===== config.mk =====
export PLATFORM = sky130hd
export DESIGN_NAME = sampled_rotate_hash
export DESIGN_NICKNAME = d
export VERILOG_FILES = /design/src/hdl/srh_pkg.sv /design/src/hdl/srh_queue.sv /design/src/hdl/srh_front.sv /design/src/hdl/srh_div.sv /design/src/hdl/srh_back.sv /design/src/hdl/sampled_rotate_hash.sv
export VERILOG_INCLUDE_DIRS = /design/src /design/src/hdl
export SDC_FILE = /design/constraint.sdc
export NUM_CORES = 1
export LEC_CHECK = 0
export ABC_AREA = 1
export ABC_CLOCK_PERIOD_IN_PS = 8180
export BUFFER_PORTS_ARGS = -buffer_cell sky130_fd_sc_hd__buf_2
export CAP_MARGIN = 10
export CORE_AREA = 2 2 198 200
export CTS_CLUSTER_DIAMETER = 120
export DETAILED_ROUTE_END_ITERATION = 10
export DIE_AREA = 0 0 200 202
export PLACE_DENSITY = 0.8
export SYNTH_ARGS = -nofsm -noshare
export SYNTH_HDL_FRONTEND = slang
export SYNTH_SLANG_ARGS = --single-unit

===== constraint.sdc =====
create_clock -name clk -period 8.18 [get_ports clk]
set_input_delay 1.636 -clock clk [delete_from_list [all_inputs] [get_ports clk]]
set_output_delay 1.636 -clock clk [all_outputs]
set_load 0.02 [all_outputs]

===== src/hdl/sampled_rotate_hash_defines.svh =====
// Assertion helpers for the top-level design file.
`ifndef SAMPLED_ROTATE_HASH_DEFINES_SVH
`define SAMPLED_ROTATE_HASH_DEFINES_SVH

// Same-cycle implication, sampled on clk and idle during reset.
`define SRH_ASSERT_NOW(label, ante, cons) \
    label: assert property (@(posedge clk) disable iff (!rst_n) (ante) |-> (cons)) \
        else $error("sampled_rotate_hash: same-cycle check failed");

// Next-cycle implication, sampled on clk and idle during reset.
`define SRH_ASSERT_NEXT(label, ante, cons) \
    label: assert property (@(posedge clk) disable iff (!rst_n) (ante) |=> (cons)) \
        else $error("sampled_rotate_hash: next-cycle check failed");

`endif


===== src/hdl/srh_pkg.sv =====
package srh_pkg;

    localparam int WORD_W            = 32;
    localparam int LEN_IN_W          = 21;
    localparam int ROWS_W            = 6;
    localparam int CFG_IDX_W         = 1;
    localparam int CFG_DATA_W        = 6;
    localparam int DEFAULT_MAX_WORDS = 1048576;
    localparam int QUEUE_DEPTH       = 2;
    localparam int ROT_MSB           = 'h1F;
    localparam int WIN_WORDS         = 4;
    localparam int WIN_LAST          = 3;

    localparam logic [CFG_IDX_W-1:0] REG_HASH_ENABLE = 1'd0;
    localparam logic [CFG_IDX_W-1:0] REG_SAMPLE_ROWS = 1'd1;

    localparam logic [ROWS_W-1:0] RESET_ROWS = 6'd5;

    typedef struct packed {
        logic first;
        logic last;
        logic sampled;
    } srh_ctl_t;

    typedef struct packed {
        logic              hash_enable;
        logic [ROWS_W-1:0] rows_eff;
    } srh_cfg_t;

    typedef struct packed {
        logic div_start;
        logic div_wait;
    } srh_status_t;

    function automatic logic [WORD_W-1:0] rotl1(input logic [WORD_W-1:0] v);
        return {v[ROT_MSB-1:0], v[ROT_MSB]};
    endfunction

    // Folds one four-word window, oldest word first.
    function automatic logic [WORD_W-1:0] fold4(
        input logic [WORD_W-1:0] h,
        input logic [WORD_W-1:0] w_oldest,
        input logic [WORD_W-1:0] w_older,
        input logic [WORD_W-1:0] w_newer,
        input logic [WORD_W-1:0] w_now
    );
        logic [WORD_W-1:0] t;
        t = rotl1(h) ^ w_oldest;
        t = rotl1(t) ^ w_older;
        t = rotl1(t) ^ w_newer;
        t = rotl1(t) ^ w_now;
        return t;
    endfunction

endpackage


===== src/hdl/srh_queue.sv =====
module srh_queue #(
    parameter int WIDTH = 8,
    parameter int DEPTH = srh_pkg::QUEUE_DEPTH
) (
    input  logic             clk,
    input  logic             rst_n,
    input  logic             push,
    input  logic [WIDTH-1:0] wdata,
    input  logic             pop,
    output logic [WIDTH-1:0] rdata,
    output logic             full,
    output logic             empty
);

    localparam int PTR_W = (DEPTH > 1) ? $clog2(DEPTH) : 1;
    localparam int CNT_W = $clog2(DEPTH + 1);

    logic [WIDTH-1:0] mem_reg [DEPTH];
    logic [PTR_W-1:0] wr_ptr_reg, wr_ptr_next;
    logic [PTR_W-1:0] rd_ptr_reg, rd_ptr_next;
    logic [CNT_W-1:0] count_reg, count_next;

    assign full  = (count_reg == CNT_W'(DEPTH));
    assign empty = (count_reg == '0);
    assign rdata = mem_reg[rd_ptr_reg];

    always_comb
    begin
        wr_ptr_next = wr_ptr_reg;
        rd_ptr_next = rd_ptr_reg;
        count_next  = count_reg;
        if (push)
        begin
            wr_ptr_next = (wr_ptr_reg == PTR_W'(DEPTH - 1)) ? '0 : wr_ptr_reg + 1'b1;
        end
        if (pop)
        begin
            rd_ptr_next = (rd_ptr_reg == PTR_W'(DEPTH - 1)) ? '0 : rd_ptr_reg + 1'b1;
        end
        if (push && !pop)
        begin
            count_next = count_reg + 1'b1;
        end
        else if (pop && !push)
        begin
            count_next = count_reg - 1'b1;
        end
    end

    always_ff @(posedge clk or negedge rst_n)
    begin
        if (!rst_n)
        begin
            wr_ptr_reg <= '0;
            rd_ptr_reg <= '0;
            count_reg  <= '0;
        end
        else
        begin
            wr_ptr_reg <= wr_ptr_next;
            rd_ptr_reg <= rd_ptr_next;
            count_reg  <= count_next;
        end
    end

    always_ff @(posedge clk)
    begin
        if (push)
        begin
            mem_reg[wr_ptr_reg] <= wdata;
        end
    end

endmodule


===== src/hdl/srh_front.sv =====
module srh_front #(
    parameter int MAX_WORDS = srh_pkg::DEFAULT_MAX_WORDS
) (
    input  logic                                  clk,
    input  logic                                  rst_n,
    input  logic                                  cfg_valid,
    output logic                                  cfg_ready,
    input  logic [srh_pkg::CFG_IDX_W-1:0]         cfg_index,
    input  logic [srh_pkg::CFG_DATA_W-1:0]        cfg_data,
    input  logic                                  word_valid,
    output logic                                  word_ready,
    input  logic [srh_pkg::WORD_W-1:0]            data_word,
    input  logic                                  first_word,
    input  logic [srh_pkg::LEN_IN_W-1:0]          length_words,
    input  logic                                  last_word,
    input  logic                                  q_full,
    output logic                                  q_push,
    output logic [$bits(srh_pkg::srh_ctl_t) + $clog2(MAX_WORDS + 1) + srh_pkg::WORD_W - 1:0]
                                                  q_wdata,
    output srh_pkg::srh_cfg_t                     cfg
);

    localparam int LW = $clog2(MAX_WORDS + 1);
    localparam int CW = (LW > srh_pkg::LEN_IN_W) ? LW : srh_pkg::LEN_IN_W;

    logic                        hash_enable_reg;
    logic [srh_pkg::ROWS_W-1:0]  rows_reg;
    logic [srh_pkg::ROWS_W-1:0]  rows_eff;
    logic [CW-1:0]               len_ext;
    logic [LW-1:0]               len_sat;
    logic [srh_pkg::ROWS_W+1:0]  rows_x4;
    srh_pkg::srh_ctl_t           ctl;

    assign cfg_ready = 1'b1;

    always_ff @(posedge clk or negedge rst_n)
    begin
        if (!rst_n)
        begin
            hash_enable_reg <= 1'b1;
            rows_reg        <= srh_pkg::RESET_ROWS;
        end
        else if (cfg_valid && cfg_ready)
        begin
            case (cfg_index)
                srh_pkg::REG_HASH_ENABLE: hash_enable_reg <= cfg_data[0];
                srh_pkg::REG_SAMPLE_ROWS: rows_reg        <= cfg_data;
                default: ;
            endcase
        end
    end

    // A row count of zero behaves as one.
    assign rows_eff = (rows_reg == '0) ? srh_pkg::ROWS_W'(1) : rows_reg;
    assign cfg.hash_enable = hash_enable_reg;
    assign cfg.rows_eff    = rows_eff;

    // Lengths above the supported maximum saturate.
    assign len_ext = CW'(length_words);
    assign len_sat = (len_ext > CW'(MAX_WORDS)) ? LW'(MAX_WORDS) : LW'(len_ext);
    assign rows_x4 = {rows_eff, 2'b00};

    assign ctl.first   = first_word;
    assign ctl.last    = last_word;
    assign ctl.sampled = (CW'(len_sat) >= CW'(rows_x4));

    assign word_ready = !q_full;
    assign q_push     = word_valid && word_ready;
    assign q_wdata    = {ctl, len_sat, data_word};

endmodule


===== src/hdl/srh_div.sv =====
module srh_div #(
    parameter int MAX_WORDS = srh_pkg::DEFAULT_MAX_WORDS
) (
    input  logic                              clk,
    input  logic                              rst_n,
    input  logic                              start,
    input  logic [$clog2(MAX_WORDS + 1)-1:0]  dividend,
    input  logic [srh_pkg::ROWS_W-1:0]        divisor,
    output logic                              busy,
    output logic                              done,
    output logic [$clog2(MAX_WORDS + 1)-1:0]  quotient
);

    localparam int LW    = $clog2(MAX_WORDS + 1);
    localparam int CNT_W = $clog2(LW + 1);

    logic [LW-1:0]              acc_reg, acc_next;
    logic [srh_pkg::ROWS_W-1:0] rem_reg, rem_next;
    logic [srh_pkg::ROWS_W-1:0] div_reg;
    logic [CNT_W-1:0]           cnt_reg, cnt_next;
    logic                       busy_reg, busy_next;
    logic                       done_reg, done_next;
    logic [srh_pkg::ROWS_W:0]   trial;
    logic                       fits;

    // One quotient bit per cycle, restoring form.
    assign trial = {rem_reg, acc_reg[LW-1]};
    assign fits  = (trial >= {1'b0, div_reg});

    always_comb
    begin
        acc_next  = acc_reg;
        rem_next  = rem_reg;
        cnt_next  = cnt_reg;
        busy_next = busy_reg;
        done_next = 1'b0;
        if (start)
        begin
            acc_next  = dividend;
            rem_next  = '0;
            cnt_next  = CNT_W'(LW);
            busy_next = 1'b1;
        end
        else if (busy_reg)
        begin
            rem_next = fits ? srh_pkg::ROWS_W'(trial - {1'b0, div_reg})
                            : srh_pkg::ROWS_W'(trial);
            acc_next = {acc_reg[LW-2:0], fits};
            cnt_next = cnt_reg - 1'b1;
            if (cnt_reg == CNT_W'(1))
            begin
                busy_next = 1'b0;
                done_next = 1'b1;
            end
        end
    end

    always_ff @(posedge clk or negedge rst_n)
    begin
        if (!rst_n)
        begin
            cnt_reg  <= '0;
            busy_reg <= 1'b0;
            done_reg <= 1'b0;
        end
        else
        begin
            cnt_reg  <= cnt_next;
            busy_reg <= busy_next;
            done_reg <= done_next;
        end
    end

    always_ff @(posedge clk)
    begin
        acc_reg <= acc_next;
        rem_reg <= rem_next;
        if (start)
        begin
            div_reg <= divisor;
        end
    end

    assign busy     = busy_reg;
    assign done     = done_reg;
    assign quotient = acc_reg;

endmodule


===== src/hdl/srh_back.sv =====
module srh_back #(
    parameter int MAX_WORDS = srh_pkg::DEFAULT_MAX_WORDS
) (
    input  logic                                  clk,
    input  logic                                  rst_n,
    input  logic                                  q_empty,
    input  logic [$bits(srh_pkg::srh_ctl_t) + $clog2(MAX_WORDS + 1) + srh_pkg::WORD_W - 1:0]
                                                  q_rdata,
    output logic                                  q_pop,
    input  srh_pkg::srh_cfg_t                     cfg,
    output logic [$clog2(MAX_WORDS + 1)-1:0]      div_dividend,
    input  logic                                  div_done,
    input  logic [$clog2(MAX_WORDS + 1)-1:0]      div_quotient,
    output srh_pkg::srh_status_t                  status,
    output logic                                  hash_valid,
    input  logic                                  hash_ready,
    output logic [srh_pkg::WORD_W-1:0]            hash
);

    localparam int LW     = $clog2(MAX_WORDS + 1);
    localparam int WIDX_W = LW + srh_pkg::ROWS_W;
    localparam int W      = srh_pkg::WORD_W;

    localparam logic ST_RUN = 1'b0;
    localparam logic ST_DIV = 1'b1;

    logic                       state_reg, state_next;
    logic                       opened_reg, opened_next;
    logic                       mode_reg, mode_next;
    logic [W-1:0]               hash_reg, hash_next;
    logic [WIDX_W-1:0]          widx_reg, widx_next;
    logic [WIDX_W-1:0]          target_reg, target_next;
    logic [LW-1:0]              stride_reg, stride_next;
    logic [srh_pkg::ROWS_W-1:0] wdone_reg, wdone_next;
    logic [W-1:0]               recent0_reg, recent1_reg, recent2_reg;
    logic                       out_valid_reg, out_valid_next;
    logic [W-1:0]               out_hash_reg, out_hash_next;

    logic [W-1:0]       head_word;
    logic [LW-1:0]      head_len;
    srh_pkg::srh_ctl_t  head_ctl;
    logic               first_now;
    logic               eff_mode;
    logic [W-1:0]       eff_hash;
    logic [WIDX_W-1:0]  eff_widx;
    logic [W-1:0]       fin_hash;
    logic               win_match;
    logic               slot_free;
    logic               shift_words;
    logic               div_start;

    assign head_word = q_rdata[W-1:0];
    assign head_len  = q_rdata[W+LW-1:W];
    assign head_ctl  = q_rdata[$bits(q_rdata)-1:W+LW];

    // The restart of a region applies once per head item, even if the item waits.
    assign first_now = head_ctl.first && !opened_reg;
    assign eff_mode  = first_now ? head_ctl.sampled : mode_reg;
    assign eff_hash  = first_now ? '0 : hash_reg;
    assign eff_widx  = first_now ? '0 : widx_reg;
    assign fin_hash  = eff_mode ? eff_hash : srh_pkg::rotl1(eff_hash) + head_word;

    assign win_match = mode_reg && (wdone_reg < cfg.rows_eff) && (widx_reg == target_reg);
    assign slot_free = !out_valid_reg || hash_ready;

    assign div_dividend = head_len - LW'(srh_pkg::WIN_WORDS);

    always_comb
    begin
        state_next     = state_reg;
        opened_next    = opened_reg;
        mode_next      = mode_reg;
        hash_next      = hash_reg;
        widx_next      = widx_reg;
        target_next    = target_reg;
        stride_next    = stride_reg;
        wdone_next     = wdone_reg;
        out_valid_next = out_valid_reg && !hash_ready;
        out_hash_next  = out_hash_reg;
        q_pop          = 1'b0;
        shift_words    = 1'b0;
        div_start      = 1'b0;
        case (state_reg)
            ST_RUN:
            begin
                if (!q_empty)
                begin
                    if (first_now && head_ctl.sampled)
                    begin
                        hash_next   = '0;
                        widx_next   = '0;
                        wdone_next  = '0;
                        target_next = WIDX_W'(srh_pkg::WIN_LAST);
                        mode_next   = 1'b1;
                        opened_next = 1'b1;
                        div_start   = 1'b1;
                        state_next  = ST_DIV;
                    end
                    else if (!first_now && win_match)
                    begin
                        // Several windows may end on the same word; one per cycle.
                        hash_next   = srh_pkg::fold4(hash_reg, recent2_reg, recent1_reg,
                                                     recent0_reg, head_word);
                        wdone_next  = wdone_reg + 1'b1;
                        target_next = target_reg + WIDX_W'(stride_reg);
                    end
                    else if (!head_ctl.last || slot_free)
                    begin
                        if (first_now)
                        begin
                            mode_next   = 1'b0;
                            stride_next = '0;
                            wdone_next  = '0;
                            target_next = WIDX_W'(srh_pkg::WIN_LAST);
                        end
                        hash_next   = fin_hash;
                        widx_next   = (&eff_widx) ? eff_widx : eff_widx + 1'b1;
                        shift_words = 1'b1;
                        opened_next = 1'b0;
                        q_pop       = 1'b1;
                        if (head_ctl.last)
                        begin
                            out_valid_next = 1'b1;
                            out_hash_next  = cfg.hash_enable ? fin_hash : '0;
                        end
                    end
                end
            end
            ST_DIV:
            begin
                if (div_done)
                begin
                    stride_next = div_quotient;
                    state_next  = ST_RUN;
                end
            end
            default:
            begin
                state_next = ST_RUN;
            end
        endcase
    end

    always_ff @(posedge clk or negedge rst_n)
    begin
        if (!rst_n)
        begin
            state_reg     <= ST_RUN;
            opened_reg    <= 1'b0;
            mode_reg      <= 1'b0;
            hash_reg      <= '0;
            widx_reg      <= '0;
            target_reg    <= WIDX_W'(srh_pkg::WIN_LAST);
            stride_reg    <= '0;
            wdone_reg     <= '0;
            out_valid_reg <= 1'b0;
        end
        else
        begin
            state_reg     <= state_next;
            opened_reg    <= opened_next;
            mode_reg      <= mode_next;
            hash_reg      <= hash_next;
            widx_reg      <= widx_next;
            target_reg    <= target_next;
            stride_reg    <= stride_next;
            wdone_reg     <= wdone_next;
            out_valid_reg <= out_valid_next;
        end
    end

    always_ff @(posedge clk)
    begin
        out_hash_reg <= out_hash_next;
        if (shift_words)
        begin
            recent2_reg <= recent1_reg;
            recent1_reg <= recent0_reg;
            recent0_reg <= head_word;
        end
    end

    assign status.div_start = div_start;
    assign status.div_wait  = (state_reg == ST_DIV);
    assign hash_valid       = out_valid_reg;
    assign hash             = out_hash_reg;

endmodule


===== src/hdl/sampled_rotate_hash.sv =====
// Channel   Direction  Handshake               Payload
// word      in         word_valid/word_ready   data_word, first_word, length_words, last_word
// hash      out        hash_valid/hash_ready   hash
// cfg       in         cfg_valid/cfg_ready     cfg_index, cfg_data
//
// Words that fold no sampled window stream through the back end at one per cycle, but a last
// word waits for a free output register. Each sampled window that ends on a word holds that
// word for its fold. The first word of a sampled region waits for the serial stride divider.
// Reset is asynchronous and clears all control state; the three-word history is not reset.
// A two-entry queue sits between the input and the back end, and the result sits in an
// output register, so either side may stall without stopping the other at once.
`include "sampled_rotate_hash_defines.svh"

module sampled_rotate_hash #(
    parameter int MAX_WORDS = srh_pkg::DEFAULT_MAX_WORDS
) (
    input  logic                           clk,
    input  logic                           rst_n,
    input  logic                           cfg_valid,
    output logic                           cfg_ready,
    input  logic [srh_pkg::CFG_IDX_W-1:0]  cfg_index,
    input  logic [srh_pkg::CFG_DATA_W-1:0] cfg_data,
    input  logic                           word_valid,
    output logic                           word_ready,
    input  logic [srh_pkg::WORD_W-1:0]     data_word,
    input  logic                           first_word,
    input  logic [srh_pkg::LEN_IN_W-1:0]   length_words,
    input  logic                           last_word,
    output logic                           hash_valid,
    input  logic                           hash_ready,
    output logic [srh_pkg::WORD_W-1:0]     hash
);

    localparam int LW = $clog2(MAX_WORDS + 1);
    localparam int QW = $bits(srh_pkg::srh_ctl_t) + LW + srh_pkg::WORD_W;

    logic                 q_push;
    logic                 q_pop;
    logic                 q_full;
    logic                 q_empty;
    logic [QW-1:0]        q_wdata;
    logic [QW-1:0]        q_rdata;
    srh_pkg::srh_cfg_t    cfg;
    srh_pkg::srh_status_t status;
    logic [LW-1:0]        div_dividend;
    logic [LW-1:0]        div_quotient;
    logic                 div_busy;
    logic                 div_done;

    srh_front #(
        .MAX_WORDS (MAX_WORDS)
    ) u_front (
        .clk          (clk),
        .rst_n        (rst_n),
        .cfg_valid    (cfg_valid),
        .cfg_ready    (cfg_ready),
        .cfg_index    (cfg_index),
        .cfg_data     (cfg_data),
        .word_valid   (word_valid),
        .word_ready   (word_ready),
        .data_word    (data_word),
        .first_word   (first_word),
        .length_words (length_words),
        .last_word    (last_word),
        .q_full       (q_full),
        .q_push       (q_push),
        .q_wdata      (q_wdata),
        .cfg          (cfg)
    );

    srh_queue #(
        .WIDTH (QW),
        .DEPTH (srh_pkg::QUEUE_DEPTH)
    ) u_queue (
        .clk   (clk),
        .rst_n (rst_n),
        .push  (q_push),
        .wdata (q_wdata),
        .pop   (q_pop),
        .rdata (q_rdata),
        .full  (q_full),
        .empty (q_empty)
    );

    srh_div #(
        .MAX_WORDS (MAX_WORDS)
    ) u_div (
        .clk      (clk),
        .rst_n    (rst_n),
        .start    (status.div_start),
        .dividend (div_dividend),
        .divisor  (cfg.rows_eff),
        .busy     (div_busy),
        .done     (div_done),
        .quotient (div_quotient)
    );

    srh_back #(
        .MAX_WORDS (MAX_WORDS)
    ) u_back (
        .clk          (clk),
        .rst_n        (rst_n),
        .q_empty      (q_empty),
        .q_rdata      (q_rdata),
        .q_pop        (q_pop),
        .cfg          (cfg),
        .div_dividend (div_dividend),
        .div_done     (div_done),
        .div_quotient (div_quotient),
        .status       (status),
        .hash_valid   (hash_valid),
        .hash_ready   (hash_ready),
        .hash         (hash)
    );

    // The back end only takes items that the queue holds.
    `SRH_ASSERT_NOW(a_pop_not_empty, q_pop, !q_empty)
    // The divider only reports a stride while the back end waits for one.
    `SRH_ASSERT_NOW(a_done_while_waiting, div_done, status.div_wait)
    // A divide is never launched over one still running, and it starts at once.
    `SRH_ASSERT_NEXT(a_start_runs, status.div_start, div_busy && status.div_wait)

endmodule

## After elaboration in Yosys (flattened, before gate mapping)

Memories as Yosys holds them, arrays and structs flattened.
Index checks and enable logic that the tools add are counted.

| storage, ports and cells | value |
|---|---|
| register bits | 296 |
| RAM bits | 112 |
| output and inout bits | 35 |
| logic and storage cells | 163 |
| memories kept | 1 |

Memory list:

| name | words | width | read ports | clocked after Yosys merged registers in | write ports | line | text |
|---|---|---|---|---|---|---|---|
| u_queue.mem_reg | 2 | 56 | 1 | 0 | 1 | srh_queue.sv:18 | `logic [WIDTH-1:0] mem_reg [DEPTH];` |

| operators by class | value |
|---|---|
| add/subtract/negate cells | 11 |
| $lt $le $gt $ge | 4 |
| eq/ne operators | 10 |
| multiplexer cells | 68 |
| bitwise logic cells | 9 |
| reduce and logical (&&, ||, !) cells | 36 |

Operator list:

| cell | count |
|---|---|
| $mux 27 | 9 |
| $mux 21 | 9 |
| $mux 32 | 5 |
| $xor 32x32->32 | 4 |
| $pmux 21 s2 | 1 |
| $mux 6 | 6 |
| $mux 1 | 33 |
| $add 32x32->32 | 1 |
| $add 27x1->27 const B | 1 |
| $add 27x21->27 | 1 |
| $eq 27x27->1 | 1 |
| $reduce_and 27->1 | 1 |
| $ge 21x8->1 | 1 |
| $gt 21x21->1 const B | 1 |
| $sub 21x3->21 const B | 1 |
| $reduce_and 6->1 | 2 |
| $mux 5 | 2 |
| $logic_and 1x1->1 | 9 |
| $logic_not 1->1 | 8 |
| $ne 2x2->1 const B | 4 |
| $reduce_and 4->1 | 2 |
| $reduce_bool 2->1 | 4 |
| $ge 7x6->1 | 1 |
| $add 6x1->6 const B | 1 |
| 19 further kinds | 30 |

## Longest topological paths before layout

Gate-level depths: netlist of the first run.

| depth | value |
|---|---|
| word-level depth | 13 |
| gate-level depth with buffers | 26 |
| depth with buffers taken out | 22 |

## Cells and area by module

Synthesis of the first run repeated with hierarchy kept, for this count alone.

| second synthesis, totals | value |
|---|---|
| cells, all modules | 2628 |
| area, all modules | 23700.2 um2 |

Modules (own cells, without submodules):

| module | instances | cells an instance | area an instance (um2) |
|---|---|---|---|
| srh_back | 1 | 2030 | 16188.0 |
| srh_queue | 1 | 199 | 4367.9 |
| srh_div | 1 | 231 | 2085.8 |
| srh_front | 1 | 168 | 1058.5 |

## Worst setup path after synthesis of the first run

No wires, ideal clock.

| timing path | value |
|---|---|
| path type | input-to-reg |
| from | input hash_ready |
| to | register u_back.recent0_reg[0], enable pin |
| arrival | 6.168 ns |
| setup slack | 1.458 ns |
| cell stages on the path | 8 |
| buffers on the path | 0 |
| cell sequence | nor2_1 > inv_1 > nor2_1 > inv_1 > o21ai_1 > inv_1 > nand2_1 > nor2_1 |

| on the way | value |
|---|---|
| cells in the longest elaborated chain, start to end | 7 |

Ends and longest elaborated chain:

| element | line | text |
|---|---|---|
| start, declared | sampled_rotate_hash.sv:30 | `input logic hash_ready,` |
| $logic_or 1x1->1 | srh_back.sv:64 | `assign slot_free = !out_valid_reg \|\| hash_ready;` |
| $logic_or 1x1->1 | srh_back.sv:107 | `else if (!head_ctl.last \|\| slot_free)` |
| $mux 1 (5 in series) | - |  |
| named net q_pop | sampled_rotate_hash.sv:38 | `logic q_pop;` |
| end signal, assigned | srh_back.sv:179 | `recent0_reg <= head_word;` |
| end, declared | srh_back.sv:35 | `logic [W-1:0] recent0_reg, recent1_reg, recent2_reg;` |

The timed path passes the listed nets, and every way through them passes these cells.
A chain may end at the register's enable or synchronous reset.

## Final worst setup path of the first run

| timing path | value |
|---|---|
| from | register u_queue.rd_ptr_reg |
| to | register u_queue.count_reg[1] |

| on the way | value |
|---|---|
| cells in the longest elaborated chain, start to end | 11 |

Ends and longest elaborated chain:

| element | line | text |
|---|---|---|
| start, declared | srh_queue.sv:20 | `logic [PTR_W-1:0] rd_ptr_reg, rd_ptr_next;` |
| start signal, assigned | srh_queue.sv:61 | `rd_ptr_reg <= rd_ptr_next;` |
| $mem_v2 2x56 * | - |  |
| $logic_not 1->1 / $logic_and 1x1->1 (equally long branches) | srh_back.sv:107, srh_back.sv:57 |  |
| $logic_or 1x1->1 / $logic_not 1->1 (equally long branches) | srh_back.sv:107, srh_back.sv:99 |  |
| $mux 1 / $logic_and 1x1->1 (equally long branches) | srh_back.sv:107, srh_back.sv:99 |  |
| $mux 1 | srh_back.sv:99 | `else if (!first_now && win_match)` |
| $mux 1 * | srh_back.sv:88 | `if (first_now && head_ctl.sampled)` |
| $mux 1 * | srh_back.sv:86 | `if (!q_empty)` |
| $mux 1 * | srh_back.sv:83 | `case (state_reg)` |
| $logic_not 1->1 | srh_queue.sv:40 | `if (push && !pop)` |
| $logic_and 1x1->1 | srh_queue.sv:40 |  |
| $mux 2 / $reduce_bool 2->1 (equally long branches) | - |  |
| end signal, assigned | srh_queue.sv:62 | `count_reg <= count_next;` |
| end, declared | srh_queue.sv:21 | `logic [CNT_W-1:0] count_reg, count_next;` |

Every way passes the cells marked *; elsewhere a longest branch is shown, timed or not.

==> key figures, run 1 <==
Outcome
  – Status: complete, no violations

Detailed routing
  – Routed vias: 19300
  – Initial drt markers: 1780
  – WL per Instance: 18.1 um
  – Vias per Instance: 5.51
  – Remaining antenna violation count after routing: 0
  – Number of iterations in the first detailed-routing pass: 6
  – Post-Route WL: 63300 um
  – DRC Markers: 0

Yosys
  – Seq/Total Area, Yosys: 48.5%
  – Synth cell types: 50
  – Post-synth top flop: edfxtp_1
  – Yosys warns: 0
  – Yosys reg bits: 408
  – Syn_area_per_cell: 8.29 um2
  – Post-synth ARST share: 33.1%
  – Synthesized cell area: 23700 um2
  – EDFF count, synth: 267
  – Syn nets: 3008
  – Syn Inst Count: 2863

Placement
  – Port bufs: 100
  – Hpwl dp: 46400 um
  – GPL Wtd Cong: 0.962

Timing
  – Relative slew margins: 27.9%
  – Final period util: 60.5%
  – Post-layout minimum cycle time: 4950 ps
  – Worst-Margin Slew: 1080 ps
  – Final hold violations: 0
  – Worst Skew: 20.2 ps
  – Setup TNS: 0 ps
  – Setup repair after global routing missed its margin: false
  – Final Setup Violations: 0
  – Slew Viols, Final: 0
  – Fmax: 202 MHz

CTS
  – Setup Buffers After CTS: 0
  – Clock transition at path regs: 60 ps
  – Num CTS Buffers: 43
  – Sink Count: 408
  – Hold_buf cts: 0
  – Htree depth: 2
  – Worst skew pair latency: 610 ps
  – CTS tree: yes
  – # resized after CTS: 0
  – Clk buf depth: 3
  – CTS root buf: clkbuf_16

Layout
  – Nets: 3089
  – Area grow syn2layout: 9.99%
  – Max FFs per register: 112
  – Share of layout cells above drive strength 1: 9.06%
  – Fillcell total: 3070

Critical path
  – CP Capture Type: register
  – CP dominant cell by count: nand2_1
  – R2R Setup Slk: 3230 ps
  – Critical Path RT: 8660 ps
  – Worst EP arrival: 5430 ps
  – Worst setup endpoint: u_queue.count_reg[1]$_DFFE_PN0P_
  – Crit-path max FO: 46
  – Worst reg-to-reg path cell count: 14
  – Crit start category: register
  – WP buf/inv: 4
  – Reg2reg end: u_queue.count_reg[1]$_DFFE_PN0P_
  – Crit Path Category: reg2reg
  – CP max stage cell: inv_2
  – RR Startpoint: u_queue.rd_ptr_reg$_DFFE_PN0P_
  – Worst setup path startpoint: u_queue.rd_ptr_reg$_DFFE_PN0P_
  – Slowest Stage Delay on Critical Path: 700 ps
  – Crit-path cells: inv_2, nand2_1, nand2_1, nand2_2, buf_4, nand3_1, buf_4, nand2_1, inv_2, nand2_1, ha_1, a21oi_1, o21ai_0, xnor2_1
  – Critical path's top delay family: buffers and inverters
  – Levels on crit path: 14

GRT
  – Largest net degree at the start of global routing: 76
  – Vias in the first global route: 18600
  – Global-route usage over all layers: 32.1%
  – Initial antenna violation count: 4
  – GR Overflow Total: 0
  – First-pass GRT wire length: 99900 um

Die
  – Num ports: 102
  – # rows: 72
  – Die ar.: 40400 um2
  – Die width: 200 um
  – Initial Util: 62.0%
  – Total core area: 38300 um2
  – Vert. Die Dim: 202 um

Pwr
  – Power Density: 419 nW/um2
  – Leakage: 12.3 nW
  – Total power: 0.0109 W
  – Worst vdd ir: 0.327 mV

Worst hold path
  – Worst hold path type: reg2reg

Flow run
  – Max-Cap Viols: 0
synth_stat cells (12+ instances only):
cell      count  share of area [%]
xnor2_1     113                4.2
nand2_1     925                 15
o21ai_1      17               0.36
inv_2        12               0.19
mux2i_1      12               0.51
inv_1       356                5.6
nor3_1       14               0.30
edfxtp_1    267                 34
dfrtp_1     130                 14
xor2_1       58                2.1
xnor3_1      13                1.2
o21ai_0      90                1.9
clkbuf_1     34               0.54
buf_2        31               0.65
ha_1         75                4.0
or2_2        28               0.74
nand4_1      38                1.0
nor2_2       12               0.32
nor2_1      245                3.9
a21oi_1      83                1.7
nand3_1     197                4.2
placed cells by master, fill, tap and decap left out, types with 6 or more instances in the layout:
cell / synthesis / final
a21oi_1: 83 / 83
a31oi_1: 7 / 7
and2_1: 6 / 6
buf_2: 31 / 99
buf_4: 4 / 13
clkbuf_1: 34 / 9
clkbuf_16: 0 / 43
clkbuf_8: 0 / 6
dfrtp_1: 130 / 129
dfxtp_1: 6 / 6
edfxtp_1: 267 / 267
ha_1: 75 / 75
inv_1: 356 / 356
inv_2: 12 / 12
mux2i_1: 12 / 12
nand2_1: 925 / 924
nand2_2: 6 / 7
nand3_1: 197 / 197
nand3_2: 7 / 7
nand3b_1: 8 / 8
nand4_1: 38 / 38
nor2_1: 245 / 240
nor2_2: 12 / 13
nor2_4: 3 / 7
nor3_1: 14 / 14
nor4_1: 8 / 8
o21ai_0: 90 / 90
o21ai_1: 17 / 17
o21ai_2: 6 / 6
or2_1: 6 / 6
or2_2: 28 / 28
xnor2_1: 113 / 113
xnor3_1: 13 / 13
xor2_1: 58 / 58
cells by family (layout without fill, tap and decap cells):
kind of cell | after synthesis | after routing | synth area share, %
adder cells (fa/ha/maj) | 78 | 78 | 4.21
flip-flops | 408 | 408 | 48.5
multiplexers | 12 | 12 | 0.506
AND/OR/NAND/NOR | 1512 | 1512 | 26.7
XOR/XNOR | 184 | 184 | 7.54
other | 1 | 3 | 0.0158
AO/OA/AOI/OAI | 222 | 222 | 5.00
buffers and inverters | 446 | 562 | 7.50
area by class of cell:
type | count | area, um2 | area share (%)
well taps | 518 | 648 | 2.48
inverters | 369 | 1390 | 5.31
clock buffers | 58 | 1190 | 4.57
diodes | 2 | 5.00 | 0.0192
multi-input cells | 2009 | 10500 | 40.1
clock inverters | 22 | 280 | 1.07
flip-flops and latches | 408 | 11500 | 44.1
repair buffers | 113 | 604 | 2.31
worst min path at each step:
stage                                           from                               end  slack [ps]  cells past startpoint
floorplan            u_back.recent0_reg[0]$_DFFE_PP_   u_back.recent1_reg[0]$_DFFE_PP_         450                      0
global placement     u_front.rows_reg[5]$_DFFE_PN0P_        u_div.div_reg[5]$_DFFE_PP_         440                      0
detailed placement   u_front.rows_reg[5]$_DFFE_PN0P_        u_div.div_reg[5]$_DFFE_PP_         450                      0
CTS                  u_back.recent0_reg[3]$_DFFE_PP_   u_back.recent1_reg[3]$_DFFE_PP_         460                      0
global route        u_back.recent0_reg[22]$_DFFE_PP_  u_back.recent1_reg[22]$_DFFE_PP_         480                      0
finish               u_back.recent0_reg[3]$_DFFE_PP_   u_back.recent1_reg[3]$_DFFE_PP_         460                      0
per-layer routing:
layer | track usage, % | vias up | part of all wire, %
met5 | 0 | - | 0.071
met4 | 9.68 | 6 | 2.6
met3 | 5.82 | 119 | 8.2
met2 | 49.6 | 768 | 45
met1 | 46.3 | 9010 | 44
li1 | - | 9375 | -
worst reg2reg max path, delay by kind of cell (launching register included):
| kind | cells | cell delay, ps |
|---|---|---|
| compound gates | 2 | 240 |
| xor+xnor | 1 | 140 |
| fa+ha+maj | 1 | 370 |
| buf+inv | 4 | 2150 |
| flops | 1 | 400 |
| simple gates | 6 | 1530 |
power by group:
| group | total [W] | switching [W] | internal (W) |
|---|---|---|---|
| combinational | 0.00522 | 0.00339 | 0.00183 |
| clock | 0.00205 | 0.000858 | 0.00119 |
| sequential | 0.00366 | 0.000557 | 0.00310 |
| total | 0.0109 | 0.00481 | 0.00613 |
per-stage QoR:
stage	setup WS, ps	cells	hold WS, ps	cell area [um2]	utilization, %
after CTS	3320	3497	461	26100	68.2
after global routing	2930	3497	477	26100	68.2
after detailed placement	3330	3417	447	24600	64.3
after global placement	3470	3417	441	24600	64.3
after floorplan	1460	2863	447	23700	-
final	3230	3499	464	26100	68.2
(Power assumes the default switching activity.)
==> run 2: changes to the inputs <==
Settings changed: ABC_AREA 1 to 0, ABC_CLOCK_PERIOD_IN_PS 8180 to 4300, PLACE_DENSITY 0.8 to 0.76.
Clock period 8.18 ns to 4.3 ns, I/O delays scaled along.
==> key figures, run 2 <==
Die
  – Die width: 200 um (unchanged)
  – Initial Util: 55.2% (-6.8 points)
  – Num ports: 102 (unchanged)
  – Vert. Die Dim: 202 um (unchanged)
  – # rows: 72 (unchanged)
  – Total core area: 38300 um2 (unchanged)
  – Die ar.: 40400 um2 (unchanged)

Detailed routing
  – WL per Instance: 19.7 um (+9.0%)
  – Routed vias: 15000 (-22%)
  – Vias per Instance: 5.92 (+7.4%)
  – Post-Route WL: 50100 um (-21%)
  – Initial drt markers: 1335 (-25%)
  – Number of iterations in the first detailed-routing pass: 5 (-1)
  – DRC Markers: 0 (unchanged)
  – Remaining antenna violation count after routing: 0 (unchanged)

Pwr
  – Cell Int Power: 0.0114 W (+86%)
  – Part of the power in combinational logic: 43.8% (-4.0 points)
  – Worst vdd ir: 0.590 mV (+81%)
  – Sw frac: 38.7% (-5.3 points)
  – Power share of the clock group: 20.3% (+1.5 points)
  – Sw Pwr: 0.00718 W (+49%)
  – Leakage: 9.41 nW (-23%)
  – Power Density: 778 nW/um2 (+86%)
  – Sequential power share: 35.9% (+2.4 points)

Critical path
  – Crit Path Category: reg2reg
  – Critical Path RT: 4610 ps (-4050 ps)
  – Crit-path cells: mux2i_1, or2_2, and2_1, ha_1, fa_1, a211oi_2, o21ai_0, a21oi_1, buf_4, o21a_1, o21ai_0, a21oi_1, xnor2_1, a22oi_1, nor2b_1
  – Worst EP arrival: 4440 ps (-990 ps)
  – CP Capture Type: register
  – Slowest Stage Delay on Critical Path: 540 ps (-160 ps)
  – Crit start category: register
  – WP buf/inv: 1 (-3)
  – Critical path's top delay family: compound AO/OA/AOI/OAI gates
  – CP max stage cell: dfrtp_4
  – Crit-path max FO: 16 (-65%)

CTS
  – Clock transition at path regs: 60 ps (about the same)
  – # resized after CTS: 0 (unchanged)
  – CTS tree: yes
  – Clk buf depth: 3 (unchanged)
  – Num CTS Buffers: 43 (unchanged)
  – Setup Buffers After CTS: 0 (unchanged)
  – Hold_buf cts: 0 (unchanged)
  – Sink Count: 408 (unchanged)
  – CTS root buf: clkbuf_16
  – Htree depth: 2 (unchanged)
  – Worst skew pair latency: 570 ps (-40 ps)

Placement
  – Port bufs: 100 (unchanged)
  – Hpwl dp: 34700 um (-25%)
  – GPL Wtd Cong: 0.951 (-1.2%)

Yosys
  – Syn Inst Count: 1876 (-34%)
  – Post-synth ARST share: 33.1% (unchanged)
  – Synth top area cells: edfxtp_1 38%, dfrtp_1 15%, xnor2_1 6.0%
  – Synth cell types: 85 (+70%)
  – Syn_area_per_cell: 11.3 um2 (+36%)
  – Seq/Total Area, Yosys: 54.5% (+5.9 points)
  – Syn nets: 2021 (-33%)
  – Commonest cells in the netlist: 267 x edfxtp_1, 204 x nand2_1, 153 x o21ai_0
  – Post-synth top flop: edfxtp_1
  – Yosys reg bits: 408 (unchanged)
  – EDFF count, synth: 267 (unchanged)
  – Synthesized cell area: 21200 um2 (-11%)
  – Largest area contributor in the synthesized netlist: edfxtp_1
  – Yosys warns: 0 (unchanged)
  – Synth top area share: 37.9% (+4.1 points)
  – Most frequent cell after synthesis: edfxtp_1

Layout
  – Antenna Cells: 0 (-2)
  – Final core utilization: 62.3% (-5.9 points)
  – Commonest cells after routing, fill and taps aside: 267 x edfxtp_1, 204 x nand2_1, 153 x o21ai_0
  – Nets: 2135 (-31%)
  – Share of layout cells above drive strength 1: 13.7% (+4.6 points)
  – Most common cell after layout, fill and taps aside: edfxtp_1
  – Max FFs per register: 112 (unchanged)
  – Area grow syn2layout: 12.8%

Timing
  – Fmax: 242 MHz (+20%)
  – Setup TNS: 0 ps (unchanged)
  – Final Setup Violations: 0 (unchanged)
  – Setup repair after global routing missed its margin: false
  – Worst-Margin Slew: 1200 ps (+116 ps)
  – Final hold violations: 0 (unchanged)
  – Post-layout minimum cycle time: 4130 ps (-820 ps)
  – Relative slew margins: 19.6% (-8.3 points)
  – Final period util: 95.9% (+35 points)
  – Slew Viols, Final: 0 (unchanged)
  – Worst Skew: 12.3 ps (-7.90 ps)

Outcome
  – Status: complete, no violations

GRT
  – Vias in the first global route: 14600 (-21%)
  – GR Overflow Total: 0 (unchanged)
  – Initial antenna violation count: 0 (-4)
  – First-pass GRT wire length: 79700 um (-20%)
  – Largest net degree at the start of global routing: 93 (+22%)
  – Global-route usage over all layers: 25.5% (-6.5 points)

Worst hold path
  – Worst hold path type: in2async

Flow run
  – Max-Cap Viols: 0 (unchanged)
==> run 2: cell families (layout without fill, tap and decap cells) <==
logic type,after synthesis,after routing,synth area share [%]
compound gates,437,437,13.4
xor+xnor,214,214,8.86
fa+ha+maj,78,78,4.72
buf+inv,115,261,2.09
flops,408,408,54.5
mux,67,67,3.41
other cells,1,1,0.0177
simple gates,556,556,13.1
==> run 2: power by group through the flow <==
stage | combinational [W] | clock (W) | sequential [W]
2_1_floorplan | 0.00593 | 0 | 0.00650
3_3_place_gp | 0.00776 | 0 | 0.00666
3_5_place_dp | 0.00797 | 0 | 0.00671
4_1_cts | 0.00806 | 0.00384 | 0.00665
5_1_grt | 0.00898 | 0.00399 | 0.00680
6_report | 0.00812 | 0.00377 | 0.00667
==> run 2: final timing paths <==
kind                                                  startpoint                                   to  slack (ps)  cells past startpoint
worst min register to register  u_back.recent0_reg[23]$_DFFE_PP_     u_back.recent1_reg[23]$_DFFE_PP_         460                      0
worst min-delay path                                       rst_n         u_div.cnt_reg[1]$_DFFE_PN0P_         390                      1
min in group clk                u_back.recent0_reg[23]$_DFFE_PP_     u_back.recent1_reg[23]$_DFFE_PP_         460                      0
max in group asynchronous                                  rst_n  u_front.hash_enable_reg$_DFFE_PN1P_        2940                      2
worst max-delay path              u_queue.rd_ptr_reg$_DFFE_PN0P_        u_back.hash[22]$_SDFFCE_PN0P_         170                     15
worst max register to register    u_queue.rd_ptr_reg$_DFFE_PN0P_        u_back.hash[22]$_SDFFCE_PN0P_         170                     15
==> run 2: through the flow <==
step / worst slack [ps] / hold slack, ps / power [W] / instances / area [um2]
global route: 17.0 / 432 / 0.0198 / 2540 / 23900
detailed placement: 134 / 454 / 0.0147 / 2463 / 22400
global placement: 253 / 452 / 0.0144 / 2463 / 22400
floorplan: 54.2 / 418 / 0.0124 / 1876 / 21200
finish: 174 / 391 / 0.0186 / 2540 / 23900
CTS: 66.2 / 404 / 0.0185 / 2540 / 23900
==> run 2: per-layer routing <==
layer	vias to the layer above	wire length [um]	GRT usage [%]	part of all wire, %
li1	7063	-	-	-
met1	7364	22900	37.4	46
met2	505	22500	38.6	45
met3	99	3110	3.79	6.2
met4	0	1530	9.58	3.1
met5	-	0	0	0
==> run 2: final cells by class <==
type	count	area, um2
clock buffers	57	1170
clock inverters	20	248
fillers	2976	14400
inverters	37	141
multi-input cells	1353	9230
flip-flops and latches	408	11500
well taps	518	648
repair buffers	147	897
==> run 3: changes to the inputs <==
Settings changed: BUFFER_PORTS_ARGS -buffer_cell sky130_fd_sc_hd__buf_2 to -buffer_cell sky130_fd_sc_hd__clkbuf_2.
==> key figures, run 3 (synthesis results as in run 2) <==
Detailed routing
  – Number of iterations in the first detailed-routing pass: 5 (unchanged)
  – Remaining antenna violation count after routing: 0 (unchanged)
  – Routed vias: 15200 (+0.84%)
  – Vias per Instance: 5.96 (+0.72%)
  – Initial drt markers: 1523 (+14%)
  – Post-Route WL: 50100 um (about the same)
  – WL per Instance: 19.7 um (about the same)
  – DRC Markers: 0 (unchanged)

GRT
  – First-pass GRT wire length: 79500 um (-0.34%)
  – GR Overflow Total: 0 (unchanged)
  – Initial antenna violation count: 0 (unchanged)
  – Vias in the first global route: 14400 (-1.4%)
  – Global-route usage over all layers: 25.4% (-0.15 points)
  – Largest net degree at the start of global routing: 100 (+7.5%)

Timing
  – Final period util: 92.9% (-3.1 points)
  – Final Setup Violations: 0 (unchanged)
  – Setup TNS: 0 ps (unchanged)
  – Final hold violations: 0 (unchanged)
  – Slew Viols, Final: 0 (unchanged)
  – Worst Skew: 18.6 ps (+6.27 ps)
  – Worst-Margin Slew: 1080 ps (-120 ps)
  – Fmax: 250 MHz (+3.3%)
  – Final hold slack: 343 ps (-48.8 ps)
  – Setup WS post-layout: 307 ps (+132 ps)
  – Relative slew margins: 27.4% (+7.8 points)
  – Post-layout minimum cycle time: 3990 ps (-132 ps)
  – Setup repair after global routing missed its margin: false

Layout
  – Register area: 11500 um2 (unchanged)
  – Nets: 2135 (unchanged)
  – Commonest cells after routing, fill and taps aside: 267 x edfxtp_1, 204 x nand2_1, 153 x o21ai_0
  – Area grow syn2layout: 13.0%
  – Most common cell after layout, fill and taps aside: edfxtp_1
  – Fillcell total: 2968 (-0.27%)
  – Antenna Cells: 0 (unchanged)
  – Share of layout cells above drive strength 1: 14.2% (+0.47 points)
  – Max FFs per register: 112 (unchanged)
  – Final core utilization: 62.4% (+0.12 points)
  – Area of the multi-input gates: 9240 um2 (about the same)
  – Post-Layout Inst Area: 23900 um2 (+0.20%)

Die
  – Initial Util: 55.2% (unchanged)
  – Num ports: 102 (unchanged)
  – Die ar.: 40400 um2 (unchanged)
  – Vert. Die Dim: 202 um (unchanged)
  – Die width: 200 um (unchanged)
  – # rows: 72 (unchanged)
  – Total core area: 38300 um2 (unchanged)

Pwr
  – Cell Int Power: 0.0114 W (-0.15%)
  – Power Density: 780 nW/um2 (+0.21%)
  – Sequential power share: 35.7% (-0.2 points)
  – Worst vdd ir: 0.489 mV (-17%)
  – Sw Pwr: 0.00727 W (+1.3%)
  – Sw frac: 39.0% (+0.34 points)
  – Leakage: 9.47 nW (+0.58%)
  – Power share of the clock group: 20.7% (+0.4 points)
  – Part of the power in combinational logic: 43.6% (-0.2 points)

Placement
  – Placement Setup Slack: 242 ps (+109 ps)
  – Dpl cell area: 22400 um2 (about the same)
  – Hpwl dp: 35100 um (+1.0%)
  – GPL Wtd Cong: 0.924 (-2.9%)
  – Port bufs: 100 (unchanged)

CTS
  – CTS root buf: clkbuf_16
  – Num CTS Buffers: 44 (+2.3%)
  – # resized after CTS: 0 (unchanged)
  – Hold_buf cts: 0 (unchanged)
  – Clock transition at path regs: 60 ps (about the same)
  – Clk buf depth: 3 (unchanged)
  – Worst skew pair latency: 580 ps (about the same)
  – CTS tree: yes
  – Sink Count: 408 (unchanged)
  – Setup Buffers After CTS: 0 (unchanged)
  – Htree depth: 2 (unchanged)

Critical path
  – Slowest Stage Delay on Critical Path: 500 ps (-40 ps)
  – Crit-path cells: mux2i_1, or2_2, buf_4, and2_1, ha_1, nand4_1, nor3_1, nand3_1, o31ai_1, a31oi_1, a21oi_1, xor2_1, a221o_1, a32o_1
  – CP max stage cell: dfrtp_4
  – Worst EP arrival: 4450 ps (about the same)
  – Crit start category: register
  – Critical Path RT: 4760 ps (+150 ps)
  – WP buf/inv: 1 (unchanged)
  – Crit-path max FO: 24 (+8)
  – Critical path's top delay family: simple AND/OR/NAND/NOR gates
  – Crit Path Category: reg2reg
  – CP Capture Type: register

Worst hold path
  – Worst hold path type: in2async

Outcome
  – Status: complete, no violations

Flow run
  – Max-Cap Viols: 0 (unchanged)
==> run 3: changes by cell type in the layout (fill, tap and decap cells not counted), sizes merged <==
cell | before | now
clkinv | 11 | 14
buf | 147 | 47
bufinv | 6 | 5
inv | 37 | 42
clkbuf | 57 | 153
==> run 3: area by class of cell <==
type	instances	area share, %
clock buffer	54	4.93
clock inverter	27	1.26
inverter	37	0.591
multi-input combinational	1353	38.6
sequential	408	48.2
tap	518	2.71
timing repair buffer	146	3.67
==> run 3: through the flow <==
stage | cells | total power [W]
after floorplan | 1876 | 0.0124
after CTS | 2543 | 0.0186
final | 2543 | 0.0186
after global placement | 2462 | 0.0144
after global routing | 2543 | 0.0198
after detailed placement | 2462 | 0.0147
==> run 3: routing by layer <==
layer,vias up,share of wire [%],wire length (um),global-route usage [%]
met5,-,0,0,0
met3,95,7.0,3490,3.95
li1,7071,-,-,-
met2,569,45,22700,38.7
met4,0,2.5,1270,8.15
met1,7422,45,22600,37.4
==> run 3: path summary, 6_finish.rpt <==
kind                                               endpoint  depth (start not counted)  slack (ps)                             start
setup reg to reg            u_back.hash_reg[30]$_DFFE_PN0P_                         14         310    u_queue.rd_ptr_reg$_DFFE_PN0P_
hold reg to reg            u_back.recent2_reg[10]$_DFFE_PP_                          0         470  u_back.recent1_reg[10]$_DFFE_PP_
min in group clk           u_back.recent2_reg[10]$_DFFE_PP_                          0         470  u_back.recent1_reg[10]$_DFFE_PP_
max in group asynchronous   u_back.hash_reg[10]$_DFFE_PN0P_                          2        2950                             rst_n
setup / recovery            u_back.hash_reg[30]$_DFFE_PN0P_                         14         310    u_queue.rd_ptr_reg$_DFFE_PN0P_
hold / removal                 u_div.cnt_reg[1]$_DFFE_PN0P_                          1         340                             rst_n
==> run 3: worst register-to-register path: stages, from the launching register on <==
cell and delay, ps:
dfrtp_4 500, mux2i_1 160, or2_2 440, buf_4 280, and2_1 200, ha_1 390, nand4_1 220, nor3_1 350
nand3_1 120, o31ai_1 280, a31oi_1 80, a21oi_1 170, xor2_1 110, a221o_1 330, a32o_1 260
==> run 3: power by group through the flow <==
stage | registers, W | clock network (W) | logic [W]
global route | 0.00677 | 0.00408 | 0.00898
finish | 0.00665 | 0.00386 | 0.00813
global placement | 0.00664 | 0 | 0.00777
detailed placement | 0.00669 | 0 | 0.00798
floorplan | 0.00650 | 0 | 0.00593
CTS | 0.00663 | 0.00393 | 0.00806
